`src/hw/rtl/rpt_pkg.sv`:
```
// Shared types, token and error codes for the regex pattern tokenizer.
package rpt_pkg;

    // Width of a repeat count and of the signed parenthesis depth
    localparam int COUNT_BITS = 16;
    localparam int DEPTH_BITS = 9;

    // Tokens one character can cause, and bursts the queue holds
    localparam int MAX_TOKENS  = 5;
    localparam int QUEUE_DEPTH = 4;
    localparam int TOK_IDX_W   = $clog2(MAX_TOKENS);
    localparam int TOK_CNT_W   = $clog2(MAX_TOKENS + 1);

    // Token kinds
    localparam logic [3:0] K_SYM   = 4'd0;
    localparam logic [3:0] K_ALT   = 4'd1;
    localparam logic [3:0] K_OPT   = 4'd2;
    localparam logic [3:0] K_STAR  = 4'd3;
    localparam logic [3:0] K_OPEN  = 4'd4;
    localparam logic [3:0] K_CLOSE = 4'd5;
    localparam logic [3:0] K_REP   = 4'd6;
    localparam logic [3:0] K_NAME  = 4'd7;
    localparam logic [3:0] K_ERR   = 4'd8;

    // Error codes
    localparam logic [2:0] E_NONE      = 3'd0;
    localparam logic [2:0] E_EMPTY_CNT = 3'd1;
    localparam logic [2:0] E_BAD_CNT   = 3'd2;
    localparam logic [2:0] E_BAD_NAME  = 3'd3;
    localparam logic [2:0] E_PARENS    = 3'd4;
    localparam logic [2:0] E_OPEN_REP  = 3'd5;

    // One token, without its position within the run
    typedef struct packed {
        logic [3:0]  token_kind;
        logic [7:0]  symbol;
        logic [15:0] repeat_count;
        logic        named_group;
        logic [2:0]  error_code;
        logic        uses_named_groups;
        logic        last_of_pattern;
    } tok_t;

    // All tokens caused by one character
    typedef struct packed {
        logic [TOK_CNT_W-1:0]        cnt;
        tok_t [MAX_TOKENS-1:0]       tok;
    } burst_t;

endpackage

```
`src/hw/rtl/rpt_in_if.sv`:
```
// Character input channel of the regex pattern tokenizer.
interface rpt_in_if;
    logic       valid;
    logic       ready;
    logic [7:0] ch;
    logic       end_of_pattern;

    modport source (output valid, output ch, output end_of_pattern, input ready);
    modport sink   (input valid, input ch, input end_of_pattern, output ready);
endinterface

```
`src/hw/rtl/rpt_out_if.sv`:
```
// Token output channel of the regex pattern tokenizer.
interface rpt_out_if;
    logic        valid;
    logic        ready;
    logic [3:0]  token_kind;
    logic [7:0]  symbol;
    logic [15:0] repeat_count;
    logic        named_group;
    logic [2:0]  error_code;
    logic        uses_named_groups;
    logic        last_of_run;
    logic        last_of_pattern;

    modport source (
        output valid, output token_kind, output symbol, output repeat_count,
        output named_group, output error_code, output uses_named_groups,
        output last_of_run, output last_of_pattern, input ready
    );
    modport sink (
        input valid, input token_kind, input symbol, input repeat_count,
        input named_group, input error_code, input uses_named_groups,
        input last_of_run, input last_of_pattern, output ready
    );
endinterface

```
`src/hw/rtl/regex_pattern_tokenizer_top.sv`:
```
// Top level of the regex pattern tokenizer: front end, burst queue, back end.
//
//  channel    | modport | payload                                   | transfer
//  -----------+---------+-------------------------------------------+------------------
//  char_in    | sink    | ch, end_of_pattern                        | valid && ready
//  token_out  | source  | token_kind, symbol, repeat_count, ...     | valid && ready
//
// One character is taken each cycle while the burst queue (four entries) has room.
// Each character yields zero to five tokens; the back end sends one token a cycle
// while token_out.ready is high, so once the queue is full char_in waits on the output.
// Reset (rst_n low, asynchronous) clears lexer state, queue pointers and the
// output valid; no clearing pass follows. An output stall fills the queue and
// then drops char_in.ready.
module regex_pattern_tokenizer_top (
    input  logic      clk,
    input  logic      rst_n,
    rpt_in_if.sink    char_in,
    rpt_out_if.source token_out
);

    logic            q_full;
    logic            q_push;
    rpt_pkg::burst_t q_burst;
    rpt_pkg::burst_t q_head;
    logic            q_empty;
    logic            q_pop;
    rpt_pkg::tok_t   tok;

    rpt_front u_front (
        .clk            (clk),
        .rst_n          (rst_n),
        .in_valid       (char_in.valid),
        .in_ready       (char_in.ready),
        .ch             (char_in.ch),
        .end_of_pattern (char_in.end_of_pattern),
        .q_full         (q_full),
        .q_push         (q_push),
        .q_burst        (q_burst)
    );

    rpt_queue u_queue (
        .clk        (clk),
        .rst_n      (rst_n),
        .push       (q_push),
        .push_burst (q_burst),
        .full       (q_full),
        .pop        (q_pop),
        .head       (q_head),
        .empty      (q_empty)
    );

    rpt_back u_back (
        .clk             (clk),
        .rst_n           (rst_n),
        .head            (q_head),
        .empty           (q_empty),
        .pop             (q_pop),
        .out_valid       (token_out.valid),
        .out_ready       (token_out.ready),
        .out_tok         (tok),
        .out_last_of_run (token_out.last_of_run)
    );

    // Unpack the held token onto the output channel
    assign token_out.token_kind        = tok.token_kind;
    assign token_out.symbol            = tok.symbol;
    assign token_out.repeat_count      = tok.repeat_count;
    assign token_out.named_group       = tok.named_group;
    assign token_out.error_code        = tok.error_code;
    assign token_out.uses_named_groups = tok.uses_named_groups;
    assign token_out.last_of_pattern   = tok.last_of_pattern;

endmodule

```
`src/hw/rtl/rpt_front.sv`:
```
// Front end: accepts characters, runs the lexer state and builds token bursts.
module rpt_front (
    input  logic            clk,
    input  logic            rst_n,
    input  logic            in_valid,
    output logic            in_ready,
    input  logic [7:0]      ch,
    input  logic            end_of_pattern,
    input  logic            q_full,
    output logic            q_push,
    output rpt_pkg::burst_t q_burst
);

    localparam int CW = rpt_pkg::COUNT_BITS + 4;
    localparam int DW = rpt_pkg::DEPTH_BITS;
    localparam int NCAND = 7;

    // Lexer modes
    localparam logic [1:0] M_NORMAL  = 2'd0;
    localparam logic [1:0] M_PROTECT = 2'd1;
    localparam logic [1:0] M_REPEAT  = 2'd2;
    localparam logic [1:0] M_NAME    = 2'd3;

    // Lookahead held over to the next character
    localparam logic [2:0] P_NONE  = 3'd0;
    localparam logic [2:0] P_DOT1  = 3'd1;
    localparam logic [2:0] P_DOT2  = 3'd2;
    localparam logic [2:0] P_PAREN = 3'd3;
    localparam logic [2:0] P_PCT_N = 3'd4;
    localparam logic [2:0] P_PCT_P = 3'd5;

    // Pattern characters
    localparam logic [7:0] CH_PCT    = 8'h25;
    localparam logic [7:0] CH_RBRACE = 8'h7D;
    localparam logic [7:0] CH_LBRACE = 8'h7B;
    localparam logic [7:0] CH_BAR    = 8'h7C;
    localparam logic [7:0] CH_QUEST  = 8'h3F;
    localparam logic [7:0] CH_DOT    = 8'h2E;
    localparam logic [7:0] CH_LPAREN = 8'h28;
    localparam logic [7:0] CH_RPAREN = 8'h29;
    localparam logic [7:0] CH_LT     = 8'h3C;
    localparam logic [7:0] CH_GT     = 8'h3E;
    localparam logic [7:0] CH_0      = 8'h30;
    localparam logic [7:0] CH_9      = 8'h39;

    // Candidate slots in emission order
    localparam int C_OUTER = 0;
    localparam int C_PEND1 = 1;
    localparam int C_PEND2 = 2;
    localparam int C_MAIN  = 3;
    localparam int C_FIN1  = 4;
    localparam int C_FIN2  = 5;
    localparam int C_LAST  = 6;

    localparam logic [DW-1:0] DEPTH_MAX = {1'b0, {(DW-1){1'b1}}};
    localparam logic [DW-1:0] DEPTH_MIN = {1'b1, {(DW-1){1'b0}}};

    logic [1:0]                     mode_reg, mode_next;
    logic [2:0]                     pend_reg, pend_next;
    logic [DW-1:0]                  depth_reg, depth_next;
    logic [rpt_pkg::COUNT_BITS-1:0] count_reg, count_next;
    logic                           count_seen_reg, count_seen_next;
    logic                           name_seen_reg, name_seen_next;
    logic                           started_reg, started_next;
    logic                           failed_reg, failed_next;
    logic                           named_used_reg, named_used_next;

    rpt_pkg::tok_t [NCAND-1:0] cand;
    logic [NCAND-1:0]          cand_v;
    logic                      skip_main;
    logic                      fail_now;
    logic [CW-1:0]             count_wide;
    logic [2:0]                pos;
    logic                      accept;

    function automatic rpt_pkg::tok_t mk_tok(
        input logic [3:0]  kind,
        input logic [7:0]  sym,
        input logic [15:0] cnt,
        input logic        named,
        input logic [2:0]  err,
        input logic        fin,
        input logic        uses
    );
        rpt_pkg::tok_t t;
        t.token_kind        = kind;
        t.symbol            = sym;
        t.repeat_count      = cnt;
        t.named_group       = named;
        t.error_code        = err;
        t.uses_named_groups = fin & uses;
        t.last_of_pattern   = fin;
        return t;
    endfunction

    assign in_ready = !q_full;
    assign accept   = in_valid && in_ready;

    // Scaled count with the new digit, wide enough to see overflow
    assign count_wide = (CW'(count_reg) << 3) + (CW'(count_reg) << 1)
                      + CW'(ch[3:0] - CH_0[3:0]);

    // Lexer step: pending lookahead, main character, pattern end
    always_comb
    begin
        mode_next       = mode_reg;
        pend_next       = P_NONE;
        depth_next      = depth_reg;
        count_next      = count_reg;
        count_seen_next = count_seen_reg;
        name_seen_next  = name_seen_reg;
        started_next    = 1'b1;
        failed_next     = failed_reg;
        named_used_next = named_used_reg;
        cand            = '0;
        cand_v          = '0;
        skip_main       = 1'b0;
        fail_now        = 1'b0;

        // Outer group open ahead of the first character
        if (!started_reg)
        begin
            cand_v[C_OUTER] = 1'b1;
            cand[C_OUTER]   = mk_tok(rpt_pkg::K_OPEN, 8'd0, 16'd0, 1'b0,
                                     rpt_pkg::E_NONE, 1'b0, 1'b0);
        end

        // Resolve the lookahead held from the previous character
        case (pend_reg)
            P_DOT1:
            begin
                if (ch == CH_DOT)
                begin
                    pend_next = P_DOT2;
                    skip_main = 1'b1;
                end
                else
                begin
                    cand_v[C_PEND1] = 1'b1;
                    cand[C_PEND1]   = mk_tok(rpt_pkg::K_SYM, CH_DOT, 16'd0, 1'b0,
                                             rpt_pkg::E_NONE, 1'b0, 1'b0);
                end
            end
            P_DOT2:
            begin
                cand_v[C_PEND1] = 1'b1;
                if (ch == CH_DOT)
                begin
                    cand[C_PEND1] = mk_tok(rpt_pkg::K_STAR, 8'd0, 16'd0, 1'b0,
                                           rpt_pkg::E_NONE, 1'b0, 1'b0);
                    skip_main     = 1'b1;
                end
                else
                begin
                    cand_v[C_PEND2] = 1'b1;
                    cand[C_PEND1]   = mk_tok(rpt_pkg::K_SYM, CH_DOT, 16'd0, 1'b0,
                                             rpt_pkg::E_NONE, 1'b0, 1'b0);
                    cand[C_PEND2]   = cand[C_PEND1];
                end
            end
            P_PAREN:
            begin
                if (ch == CH_LT)
                begin
                    mode_next      = M_NAME;
                    name_seen_next = 1'b0;
                    skip_main      = 1'b1;
                end
                else
                begin
                    cand_v[C_PEND1] = 1'b1;
                    cand[C_PEND1]   = mk_tok(rpt_pkg::K_OPEN, 8'd0, 16'd0, 1'b0,
                                             rpt_pkg::E_NONE, 1'b0, 1'b0);
                end
            end
            P_PCT_N:
            begin
                mode_next = M_PROTECT;
                if (ch == CH_PCT)
                begin
                    cand_v[C_PEND1] = 1'b1;
                    cand[C_PEND1]   = mk_tok(rpt_pkg::K_SYM, CH_PCT, 16'd0, 1'b0,
                                             rpt_pkg::E_NONE, 1'b0, 1'b0);
                    skip_main       = 1'b1;
                end
            end
            P_PCT_P:
            begin
                if (ch == CH_PCT)
                begin
                    cand_v[C_PEND1] = 1'b1;
                    cand[C_PEND1]   = mk_tok(rpt_pkg::K_SYM, CH_PCT, 16'd0, 1'b0,
                                             rpt_pkg::E_NONE, 1'b0, 1'b0);
                    skip_main       = 1'b1;
                end
                else
                begin
                    mode_next = M_NORMAL;
                end
            end
            default:
            begin
            end
        endcase

        // Main character in the current mode
        if (!skip_main)
        begin
            case (mode_next)
                M_REPEAT:
                begin
                    if (ch == CH_RBRACE)
                    begin
                        if (!count_seen_reg)
                        begin
                            fail_now = 1'b1;
                            cand[C_MAIN] = mk_tok(rpt_pkg::K_ERR, 8'd0, 16'd0, 1'b0,
                                                  rpt_pkg::E_EMPTY_CNT, 1'b1,
                                                  named_used_reg);
                        end
                        else
                        begin
                            cand[C_MAIN] = mk_tok(rpt_pkg::K_REP, 8'd0,
                                                  16'(count_reg), 1'b0,
                                                  rpt_pkg::E_NONE, 1'b0, 1'b0);
                            mode_next    = M_NORMAL;
                        end
                        cand_v[C_MAIN] = 1'b1;
                    end
                    else if ((ch inside {[CH_0:CH_9]})
                             && !(|count_wide[CW-1:rpt_pkg::COUNT_BITS]))
                    begin
                        count_next      = count_wide[rpt_pkg::COUNT_BITS-1:0];
                        count_seen_next = 1'b1;
                    end
                    else
                    begin
                        fail_now       = 1'b1;
                        cand_v[C_MAIN] = 1'b1;
                        cand[C_MAIN]   = mk_tok(rpt_pkg::K_ERR, 8'd0, 16'd0, 1'b0,
                                                rpt_pkg::E_BAD_CNT, 1'b1,
                                                named_used_reg);
                    end
                end
                M_NAME:
                begin
                    cand_v[C_MAIN] = 1'b1;
                    if (ch == CH_GT)
                    begin
                        if (!name_seen_next)
                        begin
                            fail_now     = 1'b1;
                            cand[C_MAIN] = mk_tok(rpt_pkg::K_ERR, 8'd0, 16'd0, 1'b0,
                                                  rpt_pkg::E_BAD_NAME, 1'b1,
                                                  named_used_reg);
                        end
                        else
                        begin
                            named_used_next = 1'b1;
                            cand[C_MAIN]    = mk_tok(rpt_pkg::K_OPEN, 8'd0, 16'd0,
                                                     1'b1, rpt_pkg::E_NONE, 1'b0,
                                                     1'b0);
                            mode_next       = M_NORMAL;
                        end
                    end
                    else
                    begin
                        cand[C_MAIN]   = mk_tok(rpt_pkg::K_NAME, ch, 16'd0, 1'b0,
                                                rpt_pkg::E_NONE, 1'b0, 1'b0);
                        name_seen_next = 1'b1;
                    end
                end
                M_PROTECT:
                begin
                    if (ch == CH_PCT)
                    begin
                        pend_next = P_PCT_P;
                    end
                    else
                    begin
                        cand_v[C_MAIN] = 1'b1;
                        cand[C_MAIN]   = mk_tok(rpt_pkg::K_SYM, ch, 16'd0, 1'b0,
                                                rpt_pkg::E_NONE, 1'b0, 1'b0);
                    end
                end
                default:
                begin
                    case (ch)
                        CH_BAR:
                        begin
                            cand_v[C_MAIN] = 1'b1;
                            cand[C_MAIN]   = mk_tok(rpt_pkg::K_ALT, 8'd0, 16'd0, 1'b0,
                                                    rpt_pkg::E_NONE, 1'b0, 1'b0);
                        end
                        CH_QUEST:
                        begin
                            cand_v[C_MAIN] = 1'b1;
                            cand[C_MAIN]   = mk_tok(rpt_pkg::K_OPT, 8'd0, 16'd0, 1'b0,
                                                    rpt_pkg::E_NONE, 1'b0, 1'b0);
                        end
                        CH_DOT:
                        begin
                            pend_next = P_DOT1;
                        end
                        CH_LPAREN:
                        begin
                            if (depth_reg == DEPTH_MAX)
                            begin
                                fail_now       = 1'b1;
                                cand_v[C_MAIN] = 1'b1;
                                cand[C_MAIN]   = mk_tok(rpt_pkg::K_ERR, 8'd0, 16'd0,
                                                        1'b0, rpt_pkg::E_PARENS, 1'b1,
                                                        named_used_reg);
                            end
                            else
                            begin
                                depth_next = depth_reg + DW'(1);
                                pend_next  = P_PAREN;
                            end
                        end
                        CH_RPAREN:
                        begin
                            cand_v[C_MAIN] = 1'b1;
                            if (depth_reg == DEPTH_MIN)
                            begin
                                fail_now     = 1'b1;
                                cand[C_MAIN] = mk_tok(rpt_pkg::K_ERR, 8'd0, 16'd0,
                                                      1'b0, rpt_pkg::E_PARENS, 1'b1,
                                                      named_used_reg);
                            end
                            else
                            begin
                                depth_next   = depth_reg - DW'(1);
                                cand[C_MAIN] = mk_tok(rpt_pkg::K_CLOSE, 8'd0, 16'd0,
                                                      1'b0, rpt_pkg::E_NONE, 1'b0,
                                                      1'b0);
                            end
                        end
                        CH_LBRACE:
                        begin
                            mode_next       = M_REPEAT;
                            count_next      = '0;
                            count_seen_next = 1'b0;
                        end
                        CH_PCT:
                        begin
                            pend_next = P_PCT_N;
                        end
                        default:
                        begin
                            cand_v[C_MAIN] = 1'b1;
                            cand[C_MAIN]   = mk_tok(rpt_pkg::K_SYM, ch, 16'd0, 1'b0,
                                                    rpt_pkg::E_NONE, 1'b0, 1'b0);
                        end
                    endcase
                end
            endcase
        end

        // Pattern end: flush lookahead, then the final close or error
        if (!fail_now && end_of_pattern)
        begin
            case (pend_next)
                P_DOT1:
                begin
                    cand_v[C_FIN1] = 1'b1;
                    cand[C_FIN1]   = mk_tok(rpt_pkg::K_SYM, CH_DOT, 16'd0, 1'b0,
                                            rpt_pkg::E_NONE, 1'b0, 1'b0);
                end
                P_DOT2:
                begin
                    cand_v[C_FIN1] = 1'b1;
                    cand_v[C_FIN2] = 1'b1;
                    cand[C_FIN1]   = mk_tok(rpt_pkg::K_SYM, CH_DOT, 16'd0, 1'b0,
                                            rpt_pkg::E_NONE, 1'b0, 1'b0);
                    cand[C_FIN2]   = cand[C_FIN1];
                end
                P_PAREN:
                begin
                    cand_v[C_FIN1] = 1'b1;
                    cand[C_FIN1]   = mk_tok(rpt_pkg::K_OPEN, 8'd0, 16'd0, 1'b0,
                                            rpt_pkg::E_NONE, 1'b0, 1'b0);
                end
                default:
                begin
                end
            endcase
            cand_v[C_LAST] = 1'b1;
            if (mode_next == M_NAME)
                cand[C_LAST] = mk_tok(rpt_pkg::K_ERR, 8'd0, 16'd0, 1'b0,
                                      rpt_pkg::E_BAD_NAME, 1'b1, named_used_next);
            else if (mode_next == M_REPEAT)
                cand[C_LAST] = mk_tok(rpt_pkg::K_ERR, 8'd0, 16'd0, 1'b0,
                                      rpt_pkg::E_OPEN_REP, 1'b1, named_used_next);
            else if (depth_next != '0)
                cand[C_LAST] = mk_tok(rpt_pkg::K_ERR, 8'd0, 16'd0, 1'b0,
                                      rpt_pkg::E_PARENS, 1'b1, named_used_next);
            else
                cand[C_LAST] = mk_tok(rpt_pkg::K_CLOSE, 8'd0, 16'd0, 1'b0,
                                      rpt_pkg::E_NONE, 1'b1, named_used_next);
        end

        if (fail_now)
            failed_next = 1'b1;

        // Pattern end returns every register to its reset value
        if (end_of_pattern)
        begin
            mode_next       = M_NORMAL;
            pend_next       = P_NONE;
            depth_next      = '0;
            count_next      = '0;
            count_seen_next = 1'b0;
            name_seen_next  = 1'b0;
            started_next    = 1'b0;
            failed_next     = 1'b0;
            named_used_next = 1'b0;
        end
        else if (failed_reg)
        begin
            mode_next       = mode_reg;
            pend_next       = pend_reg;
            depth_next      = depth_reg;
            count_next      = count_reg;
            count_seen_next = count_seen_reg;
            name_seen_next  = name_seen_reg;
            started_next    = started_reg;
            named_used_next = named_used_reg;
        end
    end

    // Pack the valid candidates into the burst, in order
    always_comb
    begin
        q_burst = '0;
        pos     = '0;
        for (int i = 0; i < NCAND; i++)
        begin
            if (cand_v[i])
            begin
                if (32'(pos) < rpt_pkg::MAX_TOKENS)
                    q_burst.tok[pos[rpt_pkg::TOK_IDX_W-1:0]] = cand[i];
                pos = pos + 3'd1;
            end
        end
        if (32'(pos) > rpt_pkg::MAX_TOKENS)
            q_burst.cnt = rpt_pkg::TOK_CNT_W'(rpt_pkg::MAX_TOKENS);
        else
            q_burst.cnt = rpt_pkg::TOK_CNT_W'(pos);
    end

    // Push only bursts that carry tokens; nothing while skipping to pattern end
    assign q_push = accept && !failed_reg && (q_burst.cnt != '0);

    // Lexer state, advanced on each accepted character
    always_ff @(posedge clk or negedge rst_n)
    begin
        if (!rst_n)
        begin
            mode_reg       <= M_NORMAL;
            pend_reg       <= P_NONE;
            depth_reg      <= '0;
            count_reg      <= '0;
            count_seen_reg <= 1'b0;
            name_seen_reg  <= 1'b0;
            started_reg    <= 1'b0;
            failed_reg     <= 1'b0;
            named_used_reg <= 1'b0;
        end
        else if (accept)
        begin
            mode_reg       <= mode_next;
            pend_reg       <= pend_next;
            depth_reg      <= depth_next;
            count_reg      <= count_next;
            count_seen_reg <= count_seen_next;
            name_seen_reg  <= name_seen_next;
            started_reg    <= started_next;
            failed_reg     <= failed_next;
            named_used_reg <= named_used_next;
        end
    end

endmodule

```
`src/hw/rtl/rpt_queue.sv`:
```
// Burst queue between the front end and the token serialiser.
module rpt_queue (
    input  logic            clk,
    input  logic            rst_n,
    input  logic            push,
    input  rpt_pkg::burst_t push_burst,
    output logic            full,
    input  logic            pop,
    output rpt_pkg::burst_t head,
    output logic            empty
);

    localparam int AW = $clog2(rpt_pkg::QUEUE_DEPTH);
    localparam int CNTW = $clog2(rpt_pkg::QUEUE_DEPTH + 1);

    rpt_pkg::burst_t     mem [rpt_pkg::QUEUE_DEPTH];
    logic [AW-1:0]       wr_ptr_reg, wr_ptr_next;
    logic [AW-1:0]       rd_ptr_reg, rd_ptr_next;
    logic [CNTW-1:0]     count_reg, count_next;

    assign full  = (count_reg == CNTW'(rpt_pkg::QUEUE_DEPTH));
    assign empty = (count_reg == '0);
    assign head  = mem[rd_ptr_reg];

    // Advance pointers and fill count
    always_comb
    begin
        wr_ptr_next = wr_ptr_reg;
        rd_ptr_next = rd_ptr_reg;
        count_next  = count_reg;
        if (push)
            wr_ptr_next = (32'(wr_ptr_reg) == rpt_pkg::QUEUE_DEPTH - 1)
                        ? '0 : wr_ptr_reg + AW'(1);
        if (pop)
            rd_ptr_next = (32'(rd_ptr_reg) == rpt_pkg::QUEUE_DEPTH - 1)
                        ? '0 : rd_ptr_reg + AW'(1);
        if (push && !pop)
            count_next = count_reg + CNTW'(1);
        else if (pop && !push)
            count_next = count_reg - CNTW'(1);
    end

    always_ff @(posedge clk or negedge rst_n)
    begin
        if (!rst_n)
        begin
            wr_ptr_reg <= '0;
            rd_ptr_reg <= '0;
            count_reg  <= '0;
        end
        else
        begin
            wr_ptr_reg <= wr_ptr_next;
            rd_ptr_reg <= rd_ptr_next;
            count_reg  <= count_next;
        end
    end

    // Store the incoming burst
    always_ff @(posedge clk)
    begin
        if (push)
            mem[wr_ptr_reg] <= push_burst;
    end

`ifndef SYNTHESIS
    a_no_push_when_full: assert property (@(posedge clk) disable iff (!rst_n)
        push |-> !full)
        else $error("burst queue written while full");
    a_no_pop_when_empty: assert property (@(posedge clk) disable iff (!rst_n)
        pop |-> !empty)
        else $error("burst queue read while empty");
`endif

endmodule

```
`src/hw/rtl/rpt_back.sv`:
```
// Back end: walks each burst and drives tokens through an output register.
module rpt_back (
    input  logic                 clk,
    input  logic                 rst_n,
    input  rpt_pkg::burst_t      head,
    input  logic                 empty,
    output logic                 pop,
    output logic                 out_valid,
    input  logic                 out_ready,
    output rpt_pkg::tok_t        out_tok,
    output logic                 out_last_of_run
);

    logic [rpt_pkg::TOK_IDX_W-1:0] idx_reg, idx_next;
    logic                          valid_reg, valid_next;
    rpt_pkg::tok_t                 tok_reg;
    logic                          lor_reg;
    logic                          load;
    logic                          head_last;

    assign load      = !empty && (!valid_reg || out_ready);
    assign head_last = (rpt_pkg::TOK_CNT_W'(idx_reg) + rpt_pkg::TOK_CNT_W'(1) == head.cnt);
    assign pop       = load && head_last;

    // Step through the tokens of the head burst
    always_comb
    begin
        idx_next   = idx_reg;
        valid_next = valid_reg;
        if (load)
        begin
            valid_next = 1'b1;
            idx_next   = head_last ? '0 : idx_reg + rpt_pkg::TOK_IDX_W'(1);
        end
        else if (out_ready)
        begin
            valid_next = 1'b0;
        end
    end

    always_ff @(posedge clk or negedge rst_n)
    begin
        if (!rst_n)
        begin
            idx_reg   <= '0;
            valid_reg <= 1'b0;
        end
        else
        begin
            idx_reg   <= idx_next;
            valid_reg <= valid_next;
        end
    end

    // Hold the token on offer until its transfer
    always_ff @(posedge clk)
    begin
        if (load)
        begin
            tok_reg <= head.tok[idx_reg];
            lor_reg <= head_last;
        end
    end

    assign out_valid       = valid_reg;
    assign out_tok         = tok_reg;
    assign out_last_of_run = lor_reg;

`ifndef SYNTHESIS
    a_idx_in_burst: assert property (@(posedge clk) disable iff (!rst_n)
        !empty |-> (rpt_pkg::TOK_CNT_W'(idx_reg) < head.cnt))
        else $error("token index beyond the head burst");
    a_final_ends_run: assert property (@(posedge clk) disable iff (!rst_n)
        (valid_reg && tok_reg.last_of_pattern) |-> lor_reg)
        else $error("final token of a pattern not last of its run");
`endif

endmodule

```
`src/flat_wrapper.sv`:
```
// flat-port wrapper written by rule: the top's interface ports become plain ports
module regex_pattern_tokenizer_top_flat 
  (clk, rst_n, char_in_valid, char_in_ch, char_in_end_of_pattern, char_in_ready, token_out_valid, token_out_token_kind, token_out_symbol, token_out_repeat_count, token_out_named_group, token_out_error_code, token_out_uses_named_groups, token_out_last_of_run, token_out_last_of_pattern, token_out_ready);
  rpt_in_if char_in_i ();
  rpt_out_if token_out_i ();
  input  logic clk;
  input  logic rst_n;
  input wire logic [$bits(char_in_i.valid)-1:0] char_in_valid;
  input wire logic [$bits(char_in_i.ch)-1:0] char_in_ch;
  input wire logic [$bits(char_in_i.end_of_pattern)-1:0] char_in_end_of_pattern;
  output wire logic [$bits(char_in_i.ready)-1:0] char_in_ready;
  output wire logic [$bits(token_out_i.valid)-1:0] token_out_valid;
  output wire logic [$bits(token_out_i.token_kind)-1:0] token_out_token_kind;
  output wire logic [$bits(token_out_i.symbol)-1:0] token_out_symbol;
  output wire logic [$bits(token_out_i.repeat_count)-1:0] token_out_repeat_count;
  output wire logic [$bits(token_out_i.named_group)-1:0] token_out_named_group;
  output wire logic [$bits(token_out_i.error_code)-1:0] token_out_error_code;
  output wire logic [$bits(token_out_i.uses_named_groups)-1:0] token_out_uses_named_groups;
  output wire logic [$bits(token_out_i.last_of_run)-1:0] token_out_last_of_run;
  output wire logic [$bits(token_out_i.last_of_pattern)-1:0] token_out_last_of_pattern;
  input wire logic [$bits(token_out_i.ready)-1:0] token_out_ready;
  assign char_in_i.valid = char_in_valid;
  assign char_in_i.ch = char_in_ch;
  assign char_in_i.end_of_pattern = char_in_end_of_pattern;
  assign char_in_ready = char_in_i.ready;
  assign token_out_valid = token_out_i.valid;
  assign token_out_token_kind = token_out_i.token_kind;
  assign token_out_symbol = token_out_i.symbol;
  assign token_out_repeat_count = token_out_i.repeat_count;
  assign token_out_named_group = token_out_i.named_group;
  assign token_out_error_code = token_out_i.error_code;
  assign token_out_uses_named_groups = token_out_i.uses_named_groups;
  assign token_out_last_of_run = token_out_i.last_of_run;
  assign token_out_last_of_pattern = token_out_i.last_of_pattern;
  assign token_out_i.ready = token_out_ready;
  regex_pattern_tokenizer_top u_core (.clk(clk), .rst_n(rst_n), .char_in(char_in_i), .token_out(token_out_i));
endmodule
```
`config.mk`:
```
export PLATFORM = sky130hd
export DESIGN_NAME = regex_pattern_tokenizer_top_flat
export DESIGN_NICKNAME = d
export VERILOG_FILES = /design/src/hw/rtl/rpt_pkg.sv /design/src/hw/rtl/rpt_in_if.sv /design/src/hw/rtl/rpt_out_if.sv /design/src/hw/rtl/regex_pattern_tokenizer_top.sv /design/src/hw/rtl/rpt_front.sv /design/src/hw/rtl/rpt_queue.sv /design/src/hw/rtl/rpt_back.sv /design/src/flat_wrapper.sv
export SDC_FILE = /design/constraint.sdc
export NUM_CORES = 1
export LEC_CHECK = 0
export ABC_AREA = 0
export BUFFER_PORTS_ARGS = -buffer_cell sky130_fd_sc_hd__buf_2
export CORE_MARGIN = 2
export CORE_UTILIZATION = 63
export CTS_CLUSTER_SIZE = 24
export DETAILED_ROUTE_END_ITERATION = 8
export GPL_ROUTABILITY_DRIVEN = 1
export PLACE_DENSITY = 0.87
export SYNTH_ARGS = -nofsm -noshare
export SYNTH_HDL_FRONTEND = slang
export SYNTH_SLANG_ARGS = --single-unit
```
`constraint.sdc`:
```
create_clock -name clk -period 18.2 [get_ports clk]
set_input_delay 0.91 -clock clk [delete_from_list [all_inputs] [get_ports clk]]
set_output_delay 0.91 -clock clk [all_outputs]
set_load 0.01 [all_outputs]
```
=== Yosys cells after proc, flatten, opt, wreduce, memory -nomap -nowiden ===
Memory sizes are Yosys's and may differ from the RTL's.
Cells that the tools add are included.

* Register bits after elaboration: 81
* Bits in writable memories: 692
* Logic and storage cells: 296
* Memories: 1

{| class="wikitable"
|+ Memories
! memory !! depth !! width !! rd ports !! clocked after memory_dff !! wr ports !! line !! RTL
|-
| u_core.u_queue.mem || 4 || 173 || 1 || 0 || 1 || rpt_queue.sv:16 || <nowiki>rpt_pkg::burst_t mem [rpt_pkg::QUEUE_DEPTH];</nowiki>
|}

* Reduce and logical (&&, ||, !) cells: 44
* $add $sub $neg: 15
* Multiplexer cells: 158
* Magnitude comparators: 22
* Equal/unequal tests: 34

{| class="wikitable"
|+ Operator list
! operator !! count
|-
| $mux 170 || 12
|-
| $bwmux 170 || 6
|-
| $mux 34 || 19
|-
| $demux 34 s3 || 6
|-
| $pmux 34 s5 || 1
|-
| $pmux 33 s4 || 1
|-
| $bmux 34 s3 || 1
|-
| $mux 102 || 1
|-
| $pmux 34 s3 || 1
|-
| $mux 16 || 6
|-
| $mux 28 || 3
|-
| $mux 33 || 2
|-
| $pmux 33 s2 || 1
|-
| $eq 8x6->1 const B || 7
|-
| $mux 9 || 6
|-
| $mux 3 || 17
|-
| $mux 1 || 47
|-
| $mux 32 || 1
|-
| $pmux 16 s2 || 1
|-
| $mux 30 || 1
|-
| $lt 3x4->1 const B || 7
|-
| $mux 2 || 13
|-
| $add 3x1->3 const B || 8
|-
| $eq 8x7->1 const B || 3
|-
| other kinds (41) || 102
|}

=== Logic depth before layout (Yosys ltp) ===
Gate-level depths: netlist of the first run.

* Depth in word-level cells: 25
* Gate-level depth with buffers: 34
* Gate-level depth less buffers: 32

=== Modules after synthesis ===
A second synthesis of the first run with hierarchy kept.

* Cells, all modules: 2126
* Area, all modules: 34260.4 um2

{| class="wikitable"
|+ Modules (own cells, without submodules)
! module !! area each (um2) !! instances !! seq. area each (um2) !! cells an instance
|-
| rpt_queue || 25398.1 || 1 || 20955.1 || 941
|-
| rpt_front || 6233.5 || 1 || 875.8 || 932
|-
| rpt_back || 2628.8 || 1 || 1151.1 || 253
|}

=== Worst setup path before layout of the first run ===
No wires, ideal clock.

* Path type: input-to-reg
* Start point: input port char_in_ch[3]
* End point: memory u_core.u_queue.mem[0][0] (netlist name) (enable)
* Data arrival time: 14.171 ns
* Buffers on the path: 2
* Library setup time: 0.730 ns
* Stages on the path: 28
* Required time: 17.470 ns
* Setup slack: 3.300 ns
* Cell sequence: clkbuf_1 -> inv_1 -> fa_1 -> inv_1 -> fa_1 -> a211oi_1 -> o21ai_0 -> a21oi_1 -> o21a_1 -> nor2_1 -> or4_4 -> buf_6 -> and3_4 -> nor2_2 -> inv_2 -> ha_1 -> inv_1 -> o2111a_1 -> a21o_1 -> inv_1 -> ha_1 -> o21ai_0 -> o221ai_2 -> xnor2_2 -> xor2_4 -> xnor2_2 -> a2bb2oi_4 -> nor2b_1

{| class="wikitable"
|+ RTL lines
! what !! line !! RTL
|-
| start, declared || flat_wrapper.sv:9 || <nowiki>input wire logic [$bits(char_in_i.ch)-1:0] char_in_ch;</nowiki>
|-
| end, declared || rpt_queue.sv:16 ||
|}

==> results.sh, run 1 <==
export IMPL_syn_inst=2065
export IMPL_synth_edf_count=727
export IMPL_pre_cts_ws_ps=7050
export IMPL_hold_path_class="in -> async"
export IMPL_clkLatencyLatePin_ps=650
export IMPL_grt_max_degree=174
export IMPL_p_int_mw=4.00
export IMPL_yosysTopAreaCellShare_pct=64.5
export IMPL_row_count=84
export IMPL_place_gp_congestion=0.922
export IMPL_syn_num_nets=2129
export IMPL_r2r_end="u_core.u_queue.mem[2][52]"
export IMPL_area_growth_pct=9.94
export IMPL_post_cts_setup_buffer_count=0
export IMPL_peakVddDrop_mv=0.131
export IMPL_yosysTopAreaCell="edfxtp_1"
export IMPL_synth_most_common_cell="edfxtp_1"
export IMPL_syn_avg_cell_area_um2=16.4
export IMPL_io_buffers=49
export IMPL_cts_hold_buffers=0
export IMPL_cts_repair_resized=0
export IMPL_finalCritPeriodShare_pct=58.4
export IMPL_die_h_um=236
export IMPL_viasPerCell=7.17
export IMPL_grt_pass1_vias=21100
export IMPL_power_frac_seq_pct=45.2
export IMPL_dieArea_mm2=0.0556
export IMPL_grt_pass1_wl_um=139000
export IMPL_max_slew_margin_pct=11.8
export IMPL_comb_power_share_pct=28.6
export IMPL_nNetsFinal=2183
export IMPL_timing_fmax_mhz=94.1
export IMPL_ant_nets=0
export IMPL_pwr_share_clk_pct=26.2
export IMPL_rrSetupSlack_ps=7720
export IMPL_finalSetupViolCount=0
export IMPL_worstPathRequired_ps=18440
export IMPL_largest_reg_flops=692
export IMPL_cts_buffer_depth=3
export IMPL_cp_common_cell="inv_1"
export IMPL_switching_share_pct=32.2
export IMPL_clock_sinks=773
export IMPL_synth_top_cells_by_count="edfxtp_1 (727), mux4_2 (207), nor2_1 (177), nand2_1 (130), inv_1 (108)"
export IMPL_clk_pin_slew_ps=60
export IMPL_dp_hpwl_um=52300
export IMPL_max_cap_violations=0
export IMPL_worst_slew_pin_slew_ps=1310
export IMPL_crit_type="in -> reg"
export IMPL_syn_area_mm2=0.0338
export IMPL_rsz0062_at_grt="false"
export IMPL_crit_reg2reg_launch="u_core.u_front.count_reg[0]"
export IMPL_grt_overflow_total=0
export IMPL_violations="DRC"
export IMPL_cts_buffers=75
export IMPL_antenna_found_initial=1
export IMPL_die_w_um=236
export IMPL_skew_ps=26.8
export IMPL_drv_slew=0
export IMPL_switching_power_mw=1.90
export IMPL_crit_path_start_kind="input port"
export IMPL_hold_viol_final=0
export IMPL_drc=36
export IMPL_wl_per_cell_um=32.8
export IMPL_seq_area_frac_synth_pct=67.9
export IMPL_power_density_mw_per_mm2=158
export IMPL_drt_pre_antenna_iters=9
export IMPL_drive_gt1_share_pct=20.4
export IMPL_core_area_mm2=0.0529
export IMPL_r2r_cells=28
export IMPL_num_vias=20600
export IMPL_io_pins=50
export IMPL_synth_top_flop_cell="edfxtp_1"
export IMPL_finalWorstSetupSlack_ps=7570
export IMPL_wirelength_um=94000
export IMPL_cp_max_fo=72
export IMPL_cts_tree="done"
export IMPL_cp_end_kind="flop"
export IMPL_drtIter0Drc=3219
export IMPL_synth_seq_cells=773
export IMPL_outcome="complete, but fails checks"
export IMPL_yosysWarnings=0
export IMPL_cp_slowest_stage_delay_ps=1000
export IMPL_total_leakage_power_nw=12.8
export IMPL_root_buffer="clkbuf_16"
export IMPL_worstPathArrival_ps=10870
export IMPL_initial_core_util_pct=64.0
export IMPL_yosys_cell_types_count=99
export IMPL_crit_end="u_core.u_queue.mem[2][52]"
export IMPL_synth_top_cells_by_area="edfxtp_1 (65%), mux4_2 (14%), dfrtp_1 (3.4%)"
export IMPL_timing_setup_tns_ps=0
export IMPL_ctsHtreeMaxLevel=3
export IMPL_async_reset_ff_share_pct=5.95
export IMPL_grt_usage_pct=34.4
export IMPL_worstSetupStartpoint="char_in_ch[3]"
export IMPL_cp_slowest_cell="buf_4"
export IMPL_finalCriticalPeriod_ps=10630
==> per-stage QoR <==
step,power [mW],std cells,hold slack [ps],utilization (%),area (um^2)
6_report,5.89,2868,378,70.3,37200
4_1_cts,5.88,2866,401,70.3,37200
2_1_floorplan,3.83,2065,464,-,33800
5_1_grt,6.05,2867,453,70.3,37200
3_5_place_dp,4.27,2730,483,65.9,34800
3_3_place_gp,4.18,2730,473,65.9,34800
==> routing by layer <==
layer,global-route usage [%],share of wire [%],vias up
met5,0,0,-
met4,17.6,5.8,0
met3,8.40,11,383
met2,55.9,49,1575
met1,43.7,34,10300
li1,-,-,8270
==> cells by family (layout without fill, tap and decap cells) <==
logic type,Yosys count,count (layout),synth area share (%)
compound gates,304,304,5.93
xor+xnor,34,34,0.980
fa+ha+maj,51,51,1.98
buf+inv,211,324,2.39
flops,773,773,67.9
mux,216,216,14.1
other cells,0,2,0
simple gates,476,476,6.71
==> worst min-delay path by stage <==
stage	from	end	depth (start not counted)
after global routing	rst_n	u_core.u_front.count_reg[15]	2
after floorplan	u_core.u_queue.count_reg[2]	u_core.u_queue.count_reg[2]	1
after detailed placement	u_core.u_back.out_valid	u_core.u_back.out_valid	2
after global placement	u_core.u_back.out_valid	u_core.u_back.out_valid	2
after CTS	rst_n	u_core.u_front.count_reg[15]	2
final	rst_n	u_core.u_front.count_reg[15]	2
==> cell type report <==
cell class                 count  area, um^2
antenna                        2        5.00
clock buffer                  98        2020
clock inverter                38         340
fill                        3060       15700
inverter                     111         417
multi-input combinational   1081       10100
sequential                   773       23000
tap                          688         861
timing repair buffer          77         480
==> power groups by stage <==
stage | Clock, mW | Combinational [mW] | Sequential (mW)
5_1_grt | 1.61 | 1.76 | 2.69
6_report | 1.54 | 1.69 | 2.67
2_1_floorplan | 0 | 1.18 | 2.66
3_5_place_dp | 0 | 1.61 | 2.66
4_1_cts | 1.55 | 1.67 | 2.66
3_3_place_gp | 0 | 1.56 | 2.61
==> layout by cell type, fill, tap and decap left out, types with 7 or more instances in the layout <==
cell and n:
clkbuf_16 76, xor2_1 8, a31oi_1 11, a22oi_1 7, edfxtp_1 727, nand2b_1 8, nor4_1 13, o22ai_1 56
buf_4 26, clkinv_2 10, and3_1 13, dfrtp_1 41, buf_2 49, inv_1 107, clkbuf_1 18, a211oi_1 8
nand4_1 10, clkinv_1 16, nor2_1 177, nand3_1 37, a21o_1 17, mux2_2 8, nand2_1 130, xnor2_1 23
a21oi_1 62, nor3_1 23, ha_1 47, o21ai_0 72, mux4_2 207, and2_1 7
==> critical path: cells and delay by family <==
family                     cells  cell delay [ps]
AOI/OAI and AO/OA              8             1670
xor gates and xnor gates       3             1030
adders and majority gates      4             1310
buffers and inverters          8             2930
and+or+nand+nor                6             2840
Note: power is estimated with default switching activity, not from simulation.
==> run 2, diff against run 1 <==
clock period = 9.9 ns   (was 18.2 ns; I/O delays follow)
==> run 2 against run 1 <==
Net effect:
- the run now ends clean
- flip-flop and latch count unchanged
- non-clock buffer count up 7
- sequential share of layout area down 0.52 points
- first-iteration DRC count down 4.3%
- hold slack worse by 250 ps
- wire length down 0.97%
- critical path depth down 2
- global-route usage down 0.26 points
- clock power up 96%
- cell count up 0.52%
- count of clock-buffer cells in the layout down 5
- critical endpoint is now u_core.u_queue.mem[0][162]
==> results.sh, run 2 (synthesis results as in run 1) <==
export IMPL_outcome="complete, no violations"
export IMPL_highest_layer="met4"
export IMPL_grt_overflow_total=0
export IMPL_power_density_mw_per_mm2=294
export IMPL_fin_util_pct=70.9
export IMPL_route_met3_wl_um=10600
export IMPL_drc=0
export IMPL_worstPathArrival_ps=8500
export IMPL_grt_pass1_vias=21000
export IMPL_layout_commonest_cell="edfxtp_1"
export IMPL_clk_pin_slew_ps=60
export IMPL_cts_hold_buffers=1
export IMPL_place_gp_congestion=0.956
export IMPL_cts_tree="done"
export IMPL_final_cell_mix="edfxtp_1 (727), mux4_2 (207), nor2_1 (177), nand2_1 (130), inv_1 (107)"
export IMPL_die_w_um=236
export IMPL_pwr_share_clk_pct=27.4
export IMPL_skew_ps=30.0
export IMPL_ant_nets=0
export IMPL_drive_gt1_share_pct=21.0
export IMPL_worst_slew_pin_slew_ps=1210
export IMPL_row_count=84
export IMPL_cp_max_fo=84
export IMPL_switching_share_pct=31.5
export IMPL_fill_cells=2985
export IMPL_die_h_um=236
export IMPL_core_area_mm2=0.0529
export IMPL_max_cap_violations=0
export IMPL_switching_power_mw=3.48
export IMPL_clock_sinks=773
export IMPL_dieArea_mm2=0.0556
export IMPL_drt_pre_antenna_iters=7
export IMPL_wl_met2_um=45700
export IMPL_max_slew_margin_pct=18.9
export IMPL_wirelength_um=93100
export IMPL_post_cts_setup_buffer_count=0
export IMPL_cp_end_kind="flop"
export IMPL_wirelength_met1_um=32100
export IMPL_hold_path_class="in -> reg"
export IMPL_cts_repair_resized=0
export IMPL_cp_slowest_cell="nor4_1"
export IMPL_power_frac_seq_pct=44.1
export IMPL_io_buffers=49
export IMPL_finalSetupViolCount=0
export IMPL_wl_per_cell_um=32.3
export IMPL_cp_slowest_stage_delay_ps=770
export IMPL_clkLatencyLatePin_ps=640
export IMPL_nNetsFinal=2193
export IMPL_ctsHtreeMaxLevel=3
export IMPL_worstPathRequired_ps=10160
export IMPL_timing_fmax_mhz=121
export IMPL_initial_core_util_pct=64.0
export IMPL_crit_path_start_kind="flop"
export IMPL_placed_cells=2736
export IMPL_grt_pass1_wl_um=138000
export IMPL_cts_buffers=78
export IMPL_multi_input_area_mm2=0.0101
export IMPL_area_growth_pct=10.9
export IMPL_cts_buffer_depth=3
export IMPL_rrSetupSlack_ps=1660
export IMPL_total_leakage_power_nw=13.0
export IMPL_antenna_found_initial=1
export IMPL_crit_type="reg -> reg"
export IMPL_hold_viol_final=0
export IMPL_peakVddDrop_mv=0.191
export IMPL_num_vias=20700
export IMPL_largest_reg_flops=692
export IMPL_cp_common_cell="inv_1"
export IMPL_grt_max_degree=99
export IMPL_io_pins=50
export IMPL_root_buffer="clkbuf_16"
export IMPL_viasPerCell=7.19
export IMPL_layout_cells_non_filler=2883
export IMPL_ff_latch_area_mm2=0.0230
export IMPL_rsz0062_at_grt="false"
export IMPL_finalCriticalPeriod_ps=8240
export IMPL_finalCritPeriodShare_pct=83.2
export IMPL_comb_power_share_pct=28.5
export IMPL_drtIter0Drc=3081
export IMPL_p_int_mw=7.54
export IMPL_drv_slew=0
export IMPL_timing_setup_tns_ps=0
export IMPL_dp_hpwl_um=51700
export IMPL_grt_usage_pct=34.1
-- run 2: layout make-up --
type,instances,share of cell area [%]
Multi-Input combinational cell,1081,26.8
Sequential cell,773,61.3
Antenna cell,3,0.0200
Clock inverter,50,1.33
Inverter,111,1.11
Timing Repair Buffer,84,1.63
Tap cell,688,2.30
Clock buffer,93,5.46
-- run 2: path summary, 6_finish.rpt --
path	from	to	cells after the start
worst min register to register	u_core.u_queue.count_reg[2]	u_core.u_queue.count_reg[2]	1
worst max register to register	u_core.u_front.count_reg[0]	u_core.u_queue.mem[0][162]	27
worst max-delay path	u_core.u_front.count_reg[0]	u_core.u_queue.mem[0][162]	27
worst min-delay path	token_out_ready	u_core.u_back.out_valid	4
min in group asynchronous	rst_n	u_core.u_front.count_reg[15]	3
max in group asynchronous	rst_n	u_core.u_queue.rd_ptr_reg[1]	3
-- run 2: critical path: cells and delay by family (launching register included) --
family / cells / cell delay (ps)
AO/OA/AOI/OAI: 8 / 1620
XOR/XNOR: 3 / 980
adder cells (fa/ha/maj): 4 / 1230
buffers and inverters: 6 / 1220
flip-flops: 1 / 400
AND/OR/NAND/NOR: 6 / 2280
-- run 2: stage by stage --
step / hold WS (ps) / total power [mW] / setup WS (ps) / area [um^2]
after floorplan: 199 / 6.95 / -1240 / 33800
after global placement: 474 / 7.68 / 1500 / 34900
after detailed placement: 480 / 7.87 / 1420 / 34900
after CTS: 105 / 11.0 / 1730 / 37500
after global routing: 170 / 11.3 / 1050 / 37500
final: 132 / 11.0 / 1660 / 37500
-- run 2: power groups by stage --
stage	Combinational (mW)	Clock (mW)	Sequential, mW
global route	3.29	3.15	4.89
floorplan	2.16	0	4.79
finish	3.14	3.02	4.86
global placement	2.92	0	4.76
detailed placement	3.02	0	4.84
CTS	3.14	3.03	4.85
-- run 2: metal layers --
metal  global-route usage [%]  vias to the layer above
li1                         -                     8280
met1                     44.9                    10300
met2                     55.6                     1741
met3                     7.27                      357
met4                     15.5                        0
met5                        0                        -
